[config.mk]
export PLATFORM = sky130hd
export DESIGN_NAME = incremental_bipartite_matcher_unit
export DESIGN_NICKNAME = d
export VERILOG_FILES = /design/src/hw/rtl/ibm_pkg.sv /design/src/hw/rtl/ibm_ram.sv /design/src/hw/rtl/ibm_datapath.sv /design/src/hw/rtl/ibm_ctrl.sv /design/src/hw/rtl/incremental_bipartite_matcher_unit.sv
export SDC_FILE = /design/constraint.sdc
export NUM_CORES = 2
export LEC_CHECK = 0
export CAP_MARGIN = 40
export CORE_MARGIN = 8
export CORE_UTILIZATION = 45
export DETAILED_ROUTE_END_ITERATION = 12
export DONT_BUFFER_PORTS = 1
export HOLD_SLACK_MARGIN = 0.1
export PLACE_DENSITY = 0.64
export SYNTH_ARGS = -nofsm -noshare
export SYNTH_HDL_FRONTEND = slang
export SYNTH_HIERARCHICAL = 1
export SYNTH_SLANG_ARGS = --single-unit
[constraint.sdc]
create_clock -name i_clk -period 9.98 [get_ports i_clk]
set_clock_uncertainty 0.1 [all_clocks]
set_input_delay 0.998 -clock i_clk [delete_from_list [all_inputs] [get_ports i_clk]]
set_output_delay 0.998 -clock i_clk [all_outputs]
set_load 0.1 [all_outputs]
[src/hw/rtl/ibm_pkg.sv]
// Shared types and constants of the incremental bipartite matcher.
// Holds the item structs and the controller/datapath command and status groups.
// No dependencies.
`timescale 1ns / 1ps

package ibm_pkg;

    // default graph size
    localparam int MAX_LEFT_DEF  = 16;
    localparam int MAX_RIGHT_DEF = 16;

    // item modes
    localparam logic MODE_ADD   = 1'b0;
    localparam logic MODE_QUERY = 1'b1;

    // result status codes
    localparam logic [1:0] ST_OK    = 2'd0;
    localparam logic [1:0] ST_DUP   = 2'd1;
    localparam logic [1:0] ST_RANGE = 2'd2;

    typedef struct packed {
        logic       mode;
        logic [7:0] left_vertex;
        logic [7:0] right_vertex;
    } t_in_item;

    typedef struct packed {
        logic [1:0] status;
        logic [4:0] match_count;
        logic       partner_valid;
        logic [3:0] partner_right;
    } t_out_item;

    // controller to datapath
    typedef struct packed {
        logic       latch;
        logic       set_high;
        logic       dup_rd;
        logic       dup_mark;
        logic       append;
        logic       pair_direct;
        logic       lv_next;
        logic       start;
        logic       adv_rd;
        logic       pop;
        logic       push;
        logic       unw_rd;
        logic       unw_pair;
        logic       total_inc;
        logic       out_load;
        logic [1:0] status;
    } t_cmd;

    // datapath to controller
    typedef struct packed {
        logic is_query;
        logic out_of_range;
        logic dup_more;
        logic dup_hit;
        logic dup_found;
        logic count_full;
        logic both_free;
        logic lv_end;
        logic lv_matched;
        logic top_exhausted;
        logic sp_one;
        logic r_free;
        logic can_push;
        logic out_busy;
    } t_sts;

endpackage

[src/hw/rtl/ibm_ram.sv]
// Generic single-write, single-read RAM with registered read data.
// No dependencies.
`timescale 1ns / 1ps

module ibm_ram #(
    parameter int WIDTH = 4,
    parameter int DEPTH = 256
) (
    input  logic                     i_clk,
    input  logic                     i_we,
    input  logic [$clog2(DEPTH)-1:0] i_waddr,
    input  logic [WIDTH-1:0]         i_wdata,
    input  logic                     i_re,
    input  logic [$clog2(DEPTH)-1:0] i_raddr,
    output logic [WIDTH-1:0]         o_rdata
);

    logic [WIDTH-1:0] r_mem [DEPTH];
    logic [WIDTH-1:0] r_rdata;

    always_ff @(posedge i_clk) begin
        if (i_we) begin
            r_mem[i_waddr] <= i_wdata;
        end
        if (i_re) begin
            r_rdata <= r_mem[i_raddr];
        end
    end

    assign o_rdata = r_rdata;

endmodule

[src/hw/rtl/ibm_datapath.sv]
// Datapath of the matcher: neighbor memory, counts, partners, search stack, result register.
// Depends on ibm_pkg and ibm_ram.
`timescale 1ns / 1ps

module ibm_datapath #(
    parameter int MaxLeft  = ibm_pkg::MAX_LEFT_DEF,
    parameter int MaxRight = ibm_pkg::MAX_RIGHT_DEF
) (
    input  logic              i_clk,
    input  logic              i_rst_n,
    input  ibm_pkg::t_in_item i_item,
    input  ibm_pkg::t_cmd     i_cmd,
    input  logic              i_stall,
    output ibm_pkg::t_sts     o_sts,
    output logic              o_valid,
    output ibm_pkg::t_out_item o_item
);
    import ibm_pkg::*;

    localparam int LW  = $clog2(MaxLeft);
    localparam int RW  = $clog2(MaxRight);
    localparam int CW  = $clog2(MaxRight + 1);
    localparam int SPW = $clog2(MaxLeft + 1);
    localparam int AW  = LW + RW;

    // latched item and scan state
    logic          r_mode;
    logic [7:0]    r_l;
    logic [7:0]    r_r;
    logic [CW-1:0] r_idx;
    logic          r_dup;
    logic [SPW-1:0] r_lv;
    logic [LW-1:0] r_high;
    logic [SPW-1:0] r_sp;
    logic [SPW-1:0] r_total;

    // per-vertex state
    logic [CW-1:0] r_cnt   [MaxLeft];
    logic [RW-1:0] r_lpart [MaxLeft];
    logic          r_lhas  [MaxLeft];
    logic [LW-1:0] r_rpart [MaxRight];
    logic          r_rhas  [MaxRight];
    logic          r_vis   [MaxLeft];
    logic [LW-1:0] r_stk_l [MaxLeft];
    logic [CW-1:0] r_stk_n [MaxLeft];

    logic      r_out_valid;
    t_out_item r_out;

    logic [LW-1:0]  l_idx;
    logic [RW-1:0]  r_i;
    logic [SPW-1:0] sp_m1;
    logic [LW-1:0]  top_i;
    logic [LW-1:0]  top_left;
    logic [CW-1:0]  top_next;
    logic [CW-1:0]  next_m1;
    logic [LW-1:0]  lv_i;
    logic [RW-1:0]  ram_rdata;
    logic [LW-1:0]  l2;
    logic           ram_we;
    logic [AW-1:0]  ram_waddr;
    logic           ram_re;
    logic [AW-1:0]  ram_raddr;
    logic           oor;

    assign l_idx    = r_l[LW-1:0];
    assign r_i      = r_r[RW-1:0];
    assign sp_m1    = r_sp - 1'b1;
    assign top_i    = sp_m1[LW-1:0];
    assign top_left = r_stk_l[top_i];
    assign top_next = r_stk_n[top_i];
    assign next_m1  = top_next - 1'b1;
    assign lv_i     = r_lv[LW-1:0];
    assign l2       = r_rpart[ram_rdata];
    assign oor      = (r_l >= 8'(MaxLeft)) || (r_mode == MODE_ADD && r_r >= 8'(MaxRight));

    // neighbor list memory, row per left vertex
    assign ram_we    = i_cmd.append;
    assign ram_waddr = {l_idx, r_cnt[l_idx][RW-1:0]};
    assign ram_re    = i_cmd.dup_rd | i_cmd.adv_rd | i_cmd.unw_rd;

    always_comb begin
        if (i_cmd.dup_rd) begin
            ram_raddr = {l_idx, r_idx[RW-1:0]};
        end else if (i_cmd.adv_rd) begin
            ram_raddr = {top_left, top_next[RW-1:0]};
        end else begin
            ram_raddr = {top_left, next_m1[RW-1:0]};
        end
    end

    ibm_ram #(
        .WIDTH (RW),
        .DEPTH (1 << AW)
    ) u_nbr_ram (
        .i_clk   (i_clk),
        .i_we    (ram_we),
        .i_waddr (ram_waddr),
        .i_wdata (r_i),
        .i_re    (ram_re),
        .i_raddr (ram_raddr),
        .o_rdata (ram_rdata)
    );

    // status toward the controller
    always_comb begin
        o_sts               = '0;
        o_sts.is_query      = (r_mode == MODE_QUERY);
        o_sts.out_of_range  = oor;
        o_sts.dup_more      = (r_idx < r_cnt[l_idx]);
        o_sts.dup_hit       = (ram_rdata == r_i);
        o_sts.dup_found     = r_dup;
        o_sts.count_full    = (r_cnt[l_idx] >= CW'(MaxRight));
        o_sts.both_free     = !r_lhas[l_idx] && !r_rhas[r_i];
        o_sts.lv_end        = (r_lv > SPW'(r_high));
        o_sts.lv_matched    = r_lhas[lv_i];
        o_sts.top_exhausted = (top_next >= r_cnt[top_left]);
        o_sts.sp_one        = (r_sp == SPW'(1));
        o_sts.r_free        = !r_rhas[ram_rdata];
        o_sts.can_push      = !r_vis[l2] && (r_sp < SPW'(MaxLeft));
        o_sts.out_busy      = r_out_valid && i_stall;
    end

    // control state with reset
    always_ff @(posedge i_clk) begin
        if (!i_rst_n) begin
            r_high      <= '0;
            r_sp        <= '0;
            r_total     <= '0;
            r_out_valid <= 1'b0;
            for (int i = 0; i < MaxLeft; i++) begin
                r_cnt[i]  <= '0;
                r_lhas[i] <= 1'b0;
                r_vis[i]  <= 1'b0;
            end
            for (int j = 0; j < MaxRight; j++) begin
                r_rhas[j] <= 1'b0;
            end
        end else begin
            if (i_cmd.set_high && l_idx > r_high) begin
                r_high <= l_idx;
            end
            if (i_cmd.append) begin
                r_cnt[l_idx] <= r_cnt[l_idx] + 1'b1;
            end
            if (i_cmd.pair_direct) begin
                r_lhas[l_idx] <= 1'b1;
                r_rhas[r_i]   <= 1'b1;
                r_total       <= r_total + 1'b1;
            end
            if (i_cmd.total_inc) begin
                r_total <= r_total + 1'b1;
            end
            // fresh search: clear marks, seed with the free left vertex
            if (i_cmd.start) begin
                for (int i = 0; i < MaxLeft; i++) begin
                    r_vis[i] <= 1'b0;
                end
                r_vis[lv_i] <= 1'b1;
                r_sp        <= SPW'(1);
            end
            if (i_cmd.pop) begin
                r_sp <= sp_m1;
            end
            if (i_cmd.push) begin
                r_vis[l2] <= 1'b1;
                r_sp      <= r_sp + 1'b1;
            end
            // unwind one frame along the augmenting path
            if (i_cmd.unw_pair) begin
                r_lhas[top_left]  <= 1'b1;
                r_rhas[ram_rdata] <= 1'b1;
                r_sp              <= sp_m1;
            end
            if (i_cmd.out_load) begin
                r_out_valid <= 1'b1;
            end else if (!i_stall) begin
                r_out_valid <= 1'b0;
            end
        end
    end

    // payload registers
    always_ff @(posedge i_clk) begin
        if (i_cmd.latch) begin
            r_mode <= i_item.mode;
            r_l    <= i_item.left_vertex;
            r_r    <= i_item.right_vertex;
            r_idx  <= '0;
            r_dup  <= 1'b0;
            r_lv   <= '0;
        end
        if (i_cmd.dup_rd) begin
            r_idx <= r_idx + 1'b1;
        end
        if (i_cmd.dup_mark) begin
            r_dup <= 1'b1;
        end
        if (i_cmd.lv_next) begin
            r_lv <= r_lv + 1'b1;
        end
        if (i_cmd.pair_direct) begin
            r_lpart[l_idx] <= r_i;
            r_rpart[r_i]   <= l_idx;
        end
        if (i_cmd.start) begin
            r_stk_l[0] <= lv_i;
            r_stk_n[0] <= '0;
        end
        if (i_cmd.adv_rd) begin
            r_stk_n[top_i] <= top_next + 1'b1;
        end
        if (i_cmd.push) begin
            r_stk_l[r_sp[LW-1:0]] <= l2;
            r_stk_n[r_sp[LW-1:0]] <= '0;
        end
        if (i_cmd.unw_pair) begin
            r_lpart[top_left]  <= ram_rdata;
            r_rpart[ram_rdata] <= top_left;
        end
        if (i_cmd.out_load) begin
            r_out.status        <= i_cmd.status;
            r_out.match_count   <= 5'(r_total);
            r_out.partner_valid <= 1'b0;
            r_out.partner_right <= '0;
            if (r_mode == MODE_QUERY && i_cmd.status == ST_OK && r_lhas[l_idx]) begin
                r_out.partner_valid <= 1'b1;
                r_out.partner_right <= 4'(r_lpart[l_idx]);
            end
        end
    end

    assign o_valid = r_out_valid;
    assign o_item  = r_out;

    // checks
    a_sp_bound: assert property (@(posedge i_clk) disable iff (!i_rst_n)
        r_sp <= SPW'(MaxLeft))
        else $error("search stack overflow");
    a_total_bound: assert property (@(posedge i_clk) disable iff (!i_rst_n)
        r_total <= SPW'(MaxLeft))
        else $error("pair total exceeds left vertex count");
    a_no_overwrite: assert property (@(posedge i_clk) disable iff (!i_rst_n)
        i_cmd.out_load |-> !(r_out_valid && i_stall))
        else $error("result overwritten while stalled");
    a_unwind_nonempty: assert property (@(posedge i_clk) disable iff (!i_rst_n)
        (i_cmd.unw_pair || i_cmd.adv_rd || i_cmd.pop) |-> r_sp != '0)
        else $error("stack access while empty");

endmodule

[src/hw/rtl/ibm_ctrl.sv]
// Controller state machine of the matcher: sequences duplicate check, append and search.
// Depends on ibm_pkg.
`timescale 1ns / 1ps

module ibm_ctrl (
    input  logic          i_clk,
    input  logic          i_rst_n,
    input  logic          i_valid,
    input  ibm_pkg::t_sts i_sts,
    output logic          o_stall,
    output ibm_pkg::t_cmd o_cmd
);
    import ibm_pkg::*;

    typedef enum logic [3:0] {
        S_IDLE, S_CHECK, S_DUP_RD, S_DUP_CHK, S_APPEND, S_SCAN,
        S_SRCH, S_EVAL, S_UNW_RD, S_UNW_WR, S_FINISH
    } t_state;

    t_state     r_state, n_state;
    logic [1:0] r_status, n_status;
    logic       r_stall, n_stall;

    // next state and commands
    always_comb begin
        n_state      = r_state;
        n_status     = r_status;
        o_cmd        = '0;
        o_cmd.status = r_status;
        case (r_state)
            S_IDLE: begin
                if (i_valid) begin
                    o_cmd.latch = 1'b1;
                    n_state     = S_CHECK;
                end
            end
            S_CHECK: begin
                if (i_sts.out_of_range) begin
                    n_status = ST_RANGE;
                    n_state  = S_FINISH;
                end else if (i_sts.is_query) begin
                    n_status = ST_OK;
                    n_state  = S_FINISH;
                end else begin
                    o_cmd.set_high = 1'b1;
                    n_state        = S_DUP_RD;
                end
            end
            S_DUP_RD: begin
                if (i_sts.dup_more) begin
                    o_cmd.dup_rd = 1'b1;
                    n_state      = S_DUP_CHK;
                end else if (i_sts.dup_found || i_sts.count_full) begin
                    n_status = ST_DUP;
                    n_state  = S_FINISH;
                end else begin
                    n_state = S_APPEND;
                end
            end
            S_DUP_CHK: begin
                o_cmd.dup_mark = i_sts.dup_hit;
                n_state        = S_DUP_RD;
            end
            S_APPEND: begin
                o_cmd.append = 1'b1;
                n_status     = ST_OK;
                if (i_sts.both_free) begin
                    o_cmd.pair_direct = 1'b1;
                    n_state           = S_FINISH;
                end else begin
                    n_state = S_SCAN;
                end
            end
            // walk the free left vertices in order
            S_SCAN: begin
                if (i_sts.lv_end) begin
                    n_state = S_FINISH;
                end else if (i_sts.lv_matched) begin
                    o_cmd.lv_next = 1'b1;
                end else begin
                    o_cmd.start = 1'b1;
                    n_state     = S_SRCH;
                end
            end
            S_SRCH: begin
                if (i_sts.top_exhausted) begin
                    o_cmd.pop = 1'b1;
                    if (i_sts.sp_one) begin
                        o_cmd.lv_next = 1'b1;
                        n_state       = S_SCAN;
                    end
                end else begin
                    o_cmd.adv_rd = 1'b1;
                    n_state      = S_EVAL;
                end
            end
            S_EVAL: begin
                if (i_sts.r_free) begin
                    n_state = S_UNW_RD;
                end else begin
                    o_cmd.push = i_sts.can_push;
                    n_state    = S_SRCH;
                end
            end
            S_UNW_RD: begin
                o_cmd.unw_rd = 1'b1;
                n_state      = S_UNW_WR;
            end
            S_UNW_WR: begin
                o_cmd.unw_pair = 1'b1;
                if (i_sts.sp_one) begin
                    o_cmd.total_inc = 1'b1;
                    n_state         = S_FINISH;
                end else begin
                    n_state = S_UNW_RD;
                end
            end
            S_FINISH: begin
                if (!i_sts.out_busy) begin
                    o_cmd.out_load = 1'b1;
                    n_state        = S_IDLE;
                end
            end
            default: begin
                n_state = S_IDLE;
            end
        endcase
        n_stall = (n_state != S_IDLE);
    end

    // state and registered outputs
    always_ff @(posedge i_clk) begin
        if (!i_rst_n) begin
            r_state  <= S_IDLE;
            r_status <= ST_OK;
            r_stall  <= 1'b0;
        end else begin
            r_state  <= n_state;
            r_status <= n_status;
            r_stall  <= n_stall;
        end
    end

    assign o_stall = r_stall;

    a_stall_idle: assert property (@(posedge i_clk) disable iff (!i_rst_n)
        !r_stall |-> r_state == S_IDLE)
        else $error("input open outside idle");
    a_accept_busy: assert property (@(posedge i_clk) disable iff (!i_rst_n)
        (i_valid && !r_stall) |=> r_stall)
        else $error("stall not raised after accepting an item");
    a_one_load: assert property (@(posedge i_clk) disable iff (!i_rst_n)
        o_cmd.out_load |=> !o_cmd.out_load)
        else $error("two results for one item");

endmodule

[src/hw/rtl/incremental_bipartite_matcher_unit.sv]
// Top level of the incremental bipartite matcher.
// Depends on ibm_pkg, ibm_ctrl, ibm_datapath (which holds ibm_ram).
`timescale 1ns / 1ps

// Keeps a maximum matching of a bipartite graph as edges are added, one item at a time.
// A query or an out-of-range item passes the check state and the finish state, which loads
// its result into the output register. An add first reads the left vertex's neighbor list
// entry by entry for the duplicate check, then appends the edge; a direct pairing ends there.
// Otherwise the augmenting search scans the free left vertices, examines their edges, pops
// exhausted frames and unwinds the found path. The pace of the search is set by the single
// read port of the neighbor memory, which every edge examination goes through. The next item
// is accepted the cycle after the previous one's result is loaded into the output register;
// a stalled result holds the block until it can be loaded.
module incremental_bipartite_matcher_unit #(
    parameter int MaxLeft  = ibm_pkg::MAX_LEFT_DEF,
    parameter int MaxRight = ibm_pkg::MAX_RIGHT_DEF
) (
    input  logic               i_clk,
    input  logic               i_rst_n,
    input  logic               i_valid,
    output logic               o_stall,
    input  ibm_pkg::t_in_item  i_item,
    output logic               o_valid,
    input  logic               i_stall,
    output ibm_pkg::t_out_item o_item
);
    import ibm_pkg::*;

    t_cmd cmd;
    t_sts sts;

    ibm_ctrl u_ctrl (
        .i_clk   (i_clk),
        .i_rst_n (i_rst_n),
        .i_valid (i_valid),
        .i_sts   (sts),
        .o_stall (o_stall),
        .o_cmd   (cmd)
    );

    ibm_datapath #(
        .MaxLeft  (MaxLeft),
        .MaxRight (MaxRight)
    ) u_datapath (
        .i_clk   (i_clk),
        .i_rst_n (i_rst_n),
        .i_item  (i_item),
        .i_cmd   (cmd),
        .i_stall (i_stall),
        .o_sts   (sts),
        .o_valid (o_valid),
        .o_item  (o_item)
    );

endmodule

== Word level (Yosys, flattened, before mapping) ==
Memories as Yosys holds them, arrays and structs flattened. A register that Yosys moved wholly into a read port is not among the register bits.
Cells that the tools add are included.

* Word-level logic and storage cells: 245
* Output and inout bits: 14
* Flip-flop bits (word level): 62
* Memories: 9
* Memory bits (writable): 1424
* Input bits: 21

{| class="wikitable"
|+ Memories
! name !! depth !! width !! read ports !! clocked after memory_dff !! wr ports !! line !! RTL
|-
| u_datapath.u_nbr_ram.r_mem || 256 || 4 || 1 || 1 || 1 || ibm_ram.sv:18 || <nowiki>logic [WIDTH-1:0] r_mem [DEPTH];</nowiki>
|-
| u_datapath.r_cnt || 16 || 5 || 2 || 1 || 16 || ibm_datapath.sv:38 || <nowiki>logic [CW-1:0] r_cnt [MaxLeft];</nowiki>
|-
| u_datapath.r_stk_n || 16 || 5 || 1 || 0 || 1 || ibm_datapath.sv:45 || <nowiki>logic [CW-1:0] r_stk_n [MaxLeft];</nowiki>
|-
| u_datapath.r_lpart || 16 || 4 || 1 || 1 || 1 || ibm_datapath.sv:39 || <nowiki>logic [RW-1:0] r_lpart [MaxLeft];</nowiki>
|-
| u_datapath.r_rpart || 16 || 4 || 1 || 0 || 1 || ibm_datapath.sv:41 || <nowiki>logic [LW-1:0] r_rpart [MaxRight];</nowiki>
|-
| u_datapath.r_stk_l || 16 || 4 || 1 || 0 || 1 || ibm_datapath.sv:44 || <nowiki>logic [LW-1:0] r_stk_l [MaxLeft];</nowiki>
|-
| +3 memories || - || - || - || - || - || - ||
|}

* Mux-type cells: 136
* Add/sub/neg operators: 8
* Equal/unequal tests: 16
* Reduce and logical (&&, ||, !) cells: 32
* $lt $le $gt $ge: 8
* Bitwise gates (word level): 19

{| class="wikitable"
|+ Operators by type and width
! kind !! number
|-
| $mux W4 || 32
|-
| $mux W1 || 78
|-
| $mux W5 || 13
|-
| $pmux W4 S11 || 1
|-
| $add A5 B1 Y5 const B || 6
|-
| $mux W2 || 9
|-
| $or A1 B1 Y1 || 18
|-
| $eq A4 B3 Y1 const B || 4
|-
| $ge A8 B5 Y1 const B || 2
|-
| $reduce_or A5 Y1 || 3
|-
| $eq A4 B4 Y1 const B || 3
|-
| $reduce_or A4 Y1 || 3
|-
| $eq A4 B2 Y1 const B || 2
|-
| $mux W8 || 1
|-
| $reduce_bool A4 Y1 || 2
|-
| $logic_and A1 B1 Y1 || 7
|-
| $pmux W2 S3 || 1
|-
| $reduce_bool A2 Y1 || 3
|-
| $eq A5 B1 Y1 const B || 1
|-
| $ge A5 B5 Y1 || 1
|-
| $ge A5 B5 Y1 const B || 1
|-
| $gt A5 B4 Y1 || 1
|-
| $lt A5 B5 Y1 || 1
|-
| $lt A5 B5 Y1 const B || 1
|-
| 17 further kinds || 25
|}

== Depth between registers and ports, before layout ==
An unclocked memory read counts as a cell.

* Depth after elaboration: 11
* Mapped depth: 38
* Mapped depth without buffers: 26

== Hierarchy ==
The synthesis kept the hierarchy.

{| class="wikitable"
|+ By module, submodules not included
! module !! sequential area each (µm²) !! cells each !! times used !! area each (µm²)
|-
| ibm_ram || 30869.6 || 2051 || 1 || 40715.3
|-
| ibm_datapath || 12462.0 || 1827 || 1 || 23253.6
|-
| ibm_ctrl || 140.1 || 92 || 1 || 654.4
|}

== Worst setup path before layout ==
OpenSTA, ideal clock, no wires.

* Path kind: reg-to-reg
* Start: register u_datapath.r_sp[0]
* End: register u_datapath.u_nbr_ram.r_rdata[2] (netlist: u_datapath/u_nbr_ram/o_rdata[2]) (read register of u_datapath.u_nbr_ram.r_mem) (data pin)
* Data required time: 9.612 ns
* Clock period less this slack: 8.097 ns
* Setup time: 0.268 ns
* Path slack: 1.883 ns
* Path buffers: 10
* Cell stages (with the launch flop): 37
* Arrival time: 7.729 ns
* Path through: dfxtp_1 -> buf_4 -> buf_4 -> inv_1 -> ha_1 -> xor2_4 -> mux4_2 -> buf_4 -> a22o_4 -> a221oi_4 -> buf_6 -> mux2i_1 -> o22ai_1 -> or4_1 -> ha_1 -> nand2b_1 -> a21o_1 -> a21oi_1 -> nor2b_1 -> o21ai_0 -> nand2b_1 -> nor3_1 -> clkbuf_1 -> clkbuf_1 -> nor4_1 -> xor2_1 -> mux2_2 -> buf_2 -> inv_2 -> buf_2 -> buf_4 -> buf_2 -> o221ai_1 -> o22ai_1 -> a21oi_1 -> o211ai_1 -> o211ai_1

{| class="wikitable"
|+ RTL lines
! what !! line !! RTL
|-
| start: declaration || ibm_datapath.sv:34 || <nowiki>logic [SPW-1:0] r_sp;</nowiki>
|-
| start signal: assignment || ibm_datapath.sv:163 || <nowiki>r_sp <= sp_m1;</nowiki>
|-
| start signal: assignment || ibm_datapath.sv:167 || <nowiki>r_sp <= r_sp + 1'b1;</nowiki>
|-
| start signal: assignment || ibm_datapath.sv:173 || <nowiki>r_sp <= sp_m1;</nowiki>
|-
| end: declaration || ibm_ram.sv:19 || <nowiki>logic [WIDTH-1:0] r_rdata;</nowiki>
|}

==> flow_summary.toml <==
[logic_synthesis]
yosysTopAreaCell = "edfxtp_1"
synth-seq-cells = 1502
yosys_warnings = 6
avgSynthCellArea_um2 = 16.3
synth_nets = 4023
synthArstFlopShare_pct = 0
syn_inst = 3970
yosys.area.top_type_share_pct = 62.2
yosysUniqueCellTypes = 78
synth_ff_type = "edfxtp_1"
yosysSeqAreaShare_pct = 67.3
synth_edf_count = 1339
netlist_area_mm2 = 0.0646
synth_area_leaders = "edfxtp_1 (62%), mux4_2 (13%), dfxtp_1 (5.0%)"

[critical_path]
critPathKind = "flip-flop to flip-flop"
crit_fanout = 55
arrival_ns = 9.76
cp-startpoint = "u_datapath/r_sp[1]"
r2r_cells = 25
crit_required_ns = 10.39
critPathLaunchType = "flip-flop"
rrSetupSlack_ns = 0.63
cp-end-kind = "flip-flop"
timing.rr.start = "u_datapath/r_sp[1]"
r2r-end = "u_datapath/u_nbr_ram/o_rdata[3]"

[grt]
antenna_found_initial = 3
top_usage_layer = "met2"
met2_usage_pct = 31.3
met1_usage_pct = 28.9
grt-ovfl-total = 0
grt_use_total_pct = 20.3
grt_use_met3_pct = 4.86
grt_pass1_wl_um = 240000
grt_start_max_net_pins = 179
grt_pass1_vias = 36400

[cts]
ctsResizeCount = 0
cts-root-buf = "clkbuf_16"
hold_buffers = 0
cts_tree = "done"
clock-sinks = 1502
post_cts_buffers = 0
worstSkewPairLatency_ns = 0.78
clkTransAtPathRegs_ns = 0.06
htreeDepth = 4
cts_buffers = 153
clockBufferDepth = 3

[sta]
hold_viol_final = 0
drv_slew = 0
worstMarginPinSlew_ns = 0.967
fin_crit_ns = 9.35
whs_ns = 0.211
finalCritPeriodShare_pct = 93.7
fmax_mhz = 107
fin_tns_setup_ns = 0
slew_headroom_pct = 35.5
grt_setup_unrepaired = "no"
finalSetupViolCount = 0

[floorplanning]
placementRows = 139
dieArea_mm2 = 0.156
ios = 35
start_util_pct = 45.1
core_area_mm2 = 0.143
die_h_um = 395
die_x_um = 395

[routing]
via_count = 36500
first_pass_iters = 5
routed_wl_um = 162000
drc = 0
dr.first_iter.drc_count = 4031
drt-vias-per-instance = 6.04
routedWlPerCell_um = 26.9
ant_nets = 0

[finish]
multi_input_area_mm2 = 0.0198
register_area_mm2 = 0.0435
nNetsFinal = 4054
fill_cells = 11600
layout-drive-gt1-share_pct = 22.5
fin_util_pct = 50.5
fin_area_mm2 = 0.0723
final_cells = 6033
areaGrowthSynthToFinish_pct = 11.9

[min_path]
hp-class = "input pin to flip-flop"
min-delay-start = "i_item[6]"
min_to = "u_datapath/r_r[6]"
whs_path_depth = 0

[job]
max_cap_viol_count = 0

[placement]
placed_area_mm2 = 0.0673
placed_cells = 5748
gp_congestion = 0.850
io_buffers = 0
dpl.hpwl_um = 106000

[pwr]
vdd_drop_max_uv = 339
powerDensity_mw_per_mm2 = 286
p_leak_uw = 0.0235

[status]
status = "finished clean"
==> how the worst max path moves through the flow <==
| stage | cells after the start | end |
|---|---|---|
| after floorplan | 36 | u_datapath/u_nbr_ram/o_rdata[2] |
| after CTS | 25 | u_datapath/u_nbr_ram/o_rdata[3] |
| after detailed placement | 25 | u_datapath/u_nbr_ram/o_rdata[3] |
| final | 25 | u_datapath/u_nbr_ram/o_rdata[3] |
| after global routing | 28 | u_datapath/u_nbr_ram/o_rdata[3] |
| after global placement | 25 | u_datapath/u_nbr_ram/o_rdata[3] |
==> report_power, final <==
part	internal (µW)	switching [µW]
clock network	3250	2420
logic	2810	4620
registers	7410	174
==> cells by family (layout without fill, tap and decap cells) <==
group	Yosys count	count (layout)	share of synthesized area [%]
DFF	1502	1502	67.3
and+or+nand+nor	1029	1029	7.27
muxes	654	654	17.6
AOI/OAI and AO/OA	406	406	4.48
buffers and inverters	320	477	2.33
adders and majority gates	32	32	0.620
xor gates and xnor gates	27	27	0.395
other	0	3	0
==> metrics by stage <==
step	total power, µW	setup slack [ns]
2_1_floorplan	12700	1.88
3_3_place_gp	14900	0.913
3_5_place_dp	15100	0.760
4_1_cts	20800	0.711
5_1_grt	21500	0.218
6_report	20700	0.628
==> synth_stat cells (all sizes together), types with 32 or more instances <==
master	number
a21oi	46
mux2i	157
o22ai	48
inv	47
o21ai	62
buf	105
edfxtp	1339
nand3	67
a22oi	34
nor2	539
nand2b	33
a211oi	42
mux2	122
o21a	33
nor2b	54
clkbuf	168
dfxtp	163
mux4	375
nand2	187
ha	32
==> critical path: stages, from the launching register on <==
cell	delay (ns)
dfxtp_1	0.49
inv_1	0.13
ha_1	0.31
xor2_4	0.57
mux4_2	0.71
a22o_4	0.37
a221oi_4	0.66
mux2i_1	0.27
o22ai_1	0.10
or4_1	0.55
ha_1	0.31
nand2b_1	0.14
a21o_1	0.18
a21oi_1	0.14
nor2b_1	0.05
o21ai_0	0.14
nand2b_1	0.19
nor3_2	0.53
a211oi_1	0.21
a21oi_4	0.63
buf_12	0.38
mux4_2	0.41
mux4_2	0.53
nor2b_1	0.16
nor3_1	0.54
o211ai_1	0.14
==> flip-flops by register name, summed over array words and instances (netlist names), 64 cells and up, named ones only <==
signal,count
u_datapath/r_stk_l,64
u_datapath/u_nbr_ram/r_mem,1024
u_datapath/r_stk_n,80
u_datapath/r_rpart,64
u_datapath/r_lpart,64
u_datapath/r_cnt,80
==> layout make-up <==
type / count / area share, %
well taps: 1903 / 3.29
flip-flops and latches: 1502 / 60.1
clock inverters: 85 / 1.20
inverters: 47 / 0.244
clock buffers: 196 / 5.69
diodes: 3 / 0.0104
repair buffers: 149 / 2.15
multi-input cells: 2148 / 27.3
==> per-layer routing <==
layer | wire (µm) | vias to the layer above
met5 | 7 | -
met2 | 74900 | 1655
met1 | 68000 | 18800
met4 | 4620 | 2
met3 | 14900 | 280
li1 | - | 15700
==> cell usage in the layout (no fill, tap or decap), types with 54 or more instances in the layout <==
cell,netlist,routed
nor2_1,529,528
dfxtp_1,163,161
nor2b_1,54,54
edfxtp_1,1339,1339
mux2i_1,157,156
mux4_2,374,374
buf_4,22,106
o21ai_0,62,60
mux2_2,121,121
nand3_1,67,67
nand2_1,182,182
clkbuf_16,0,158
No activity file was read; power rests on OpenSTA's default activity.
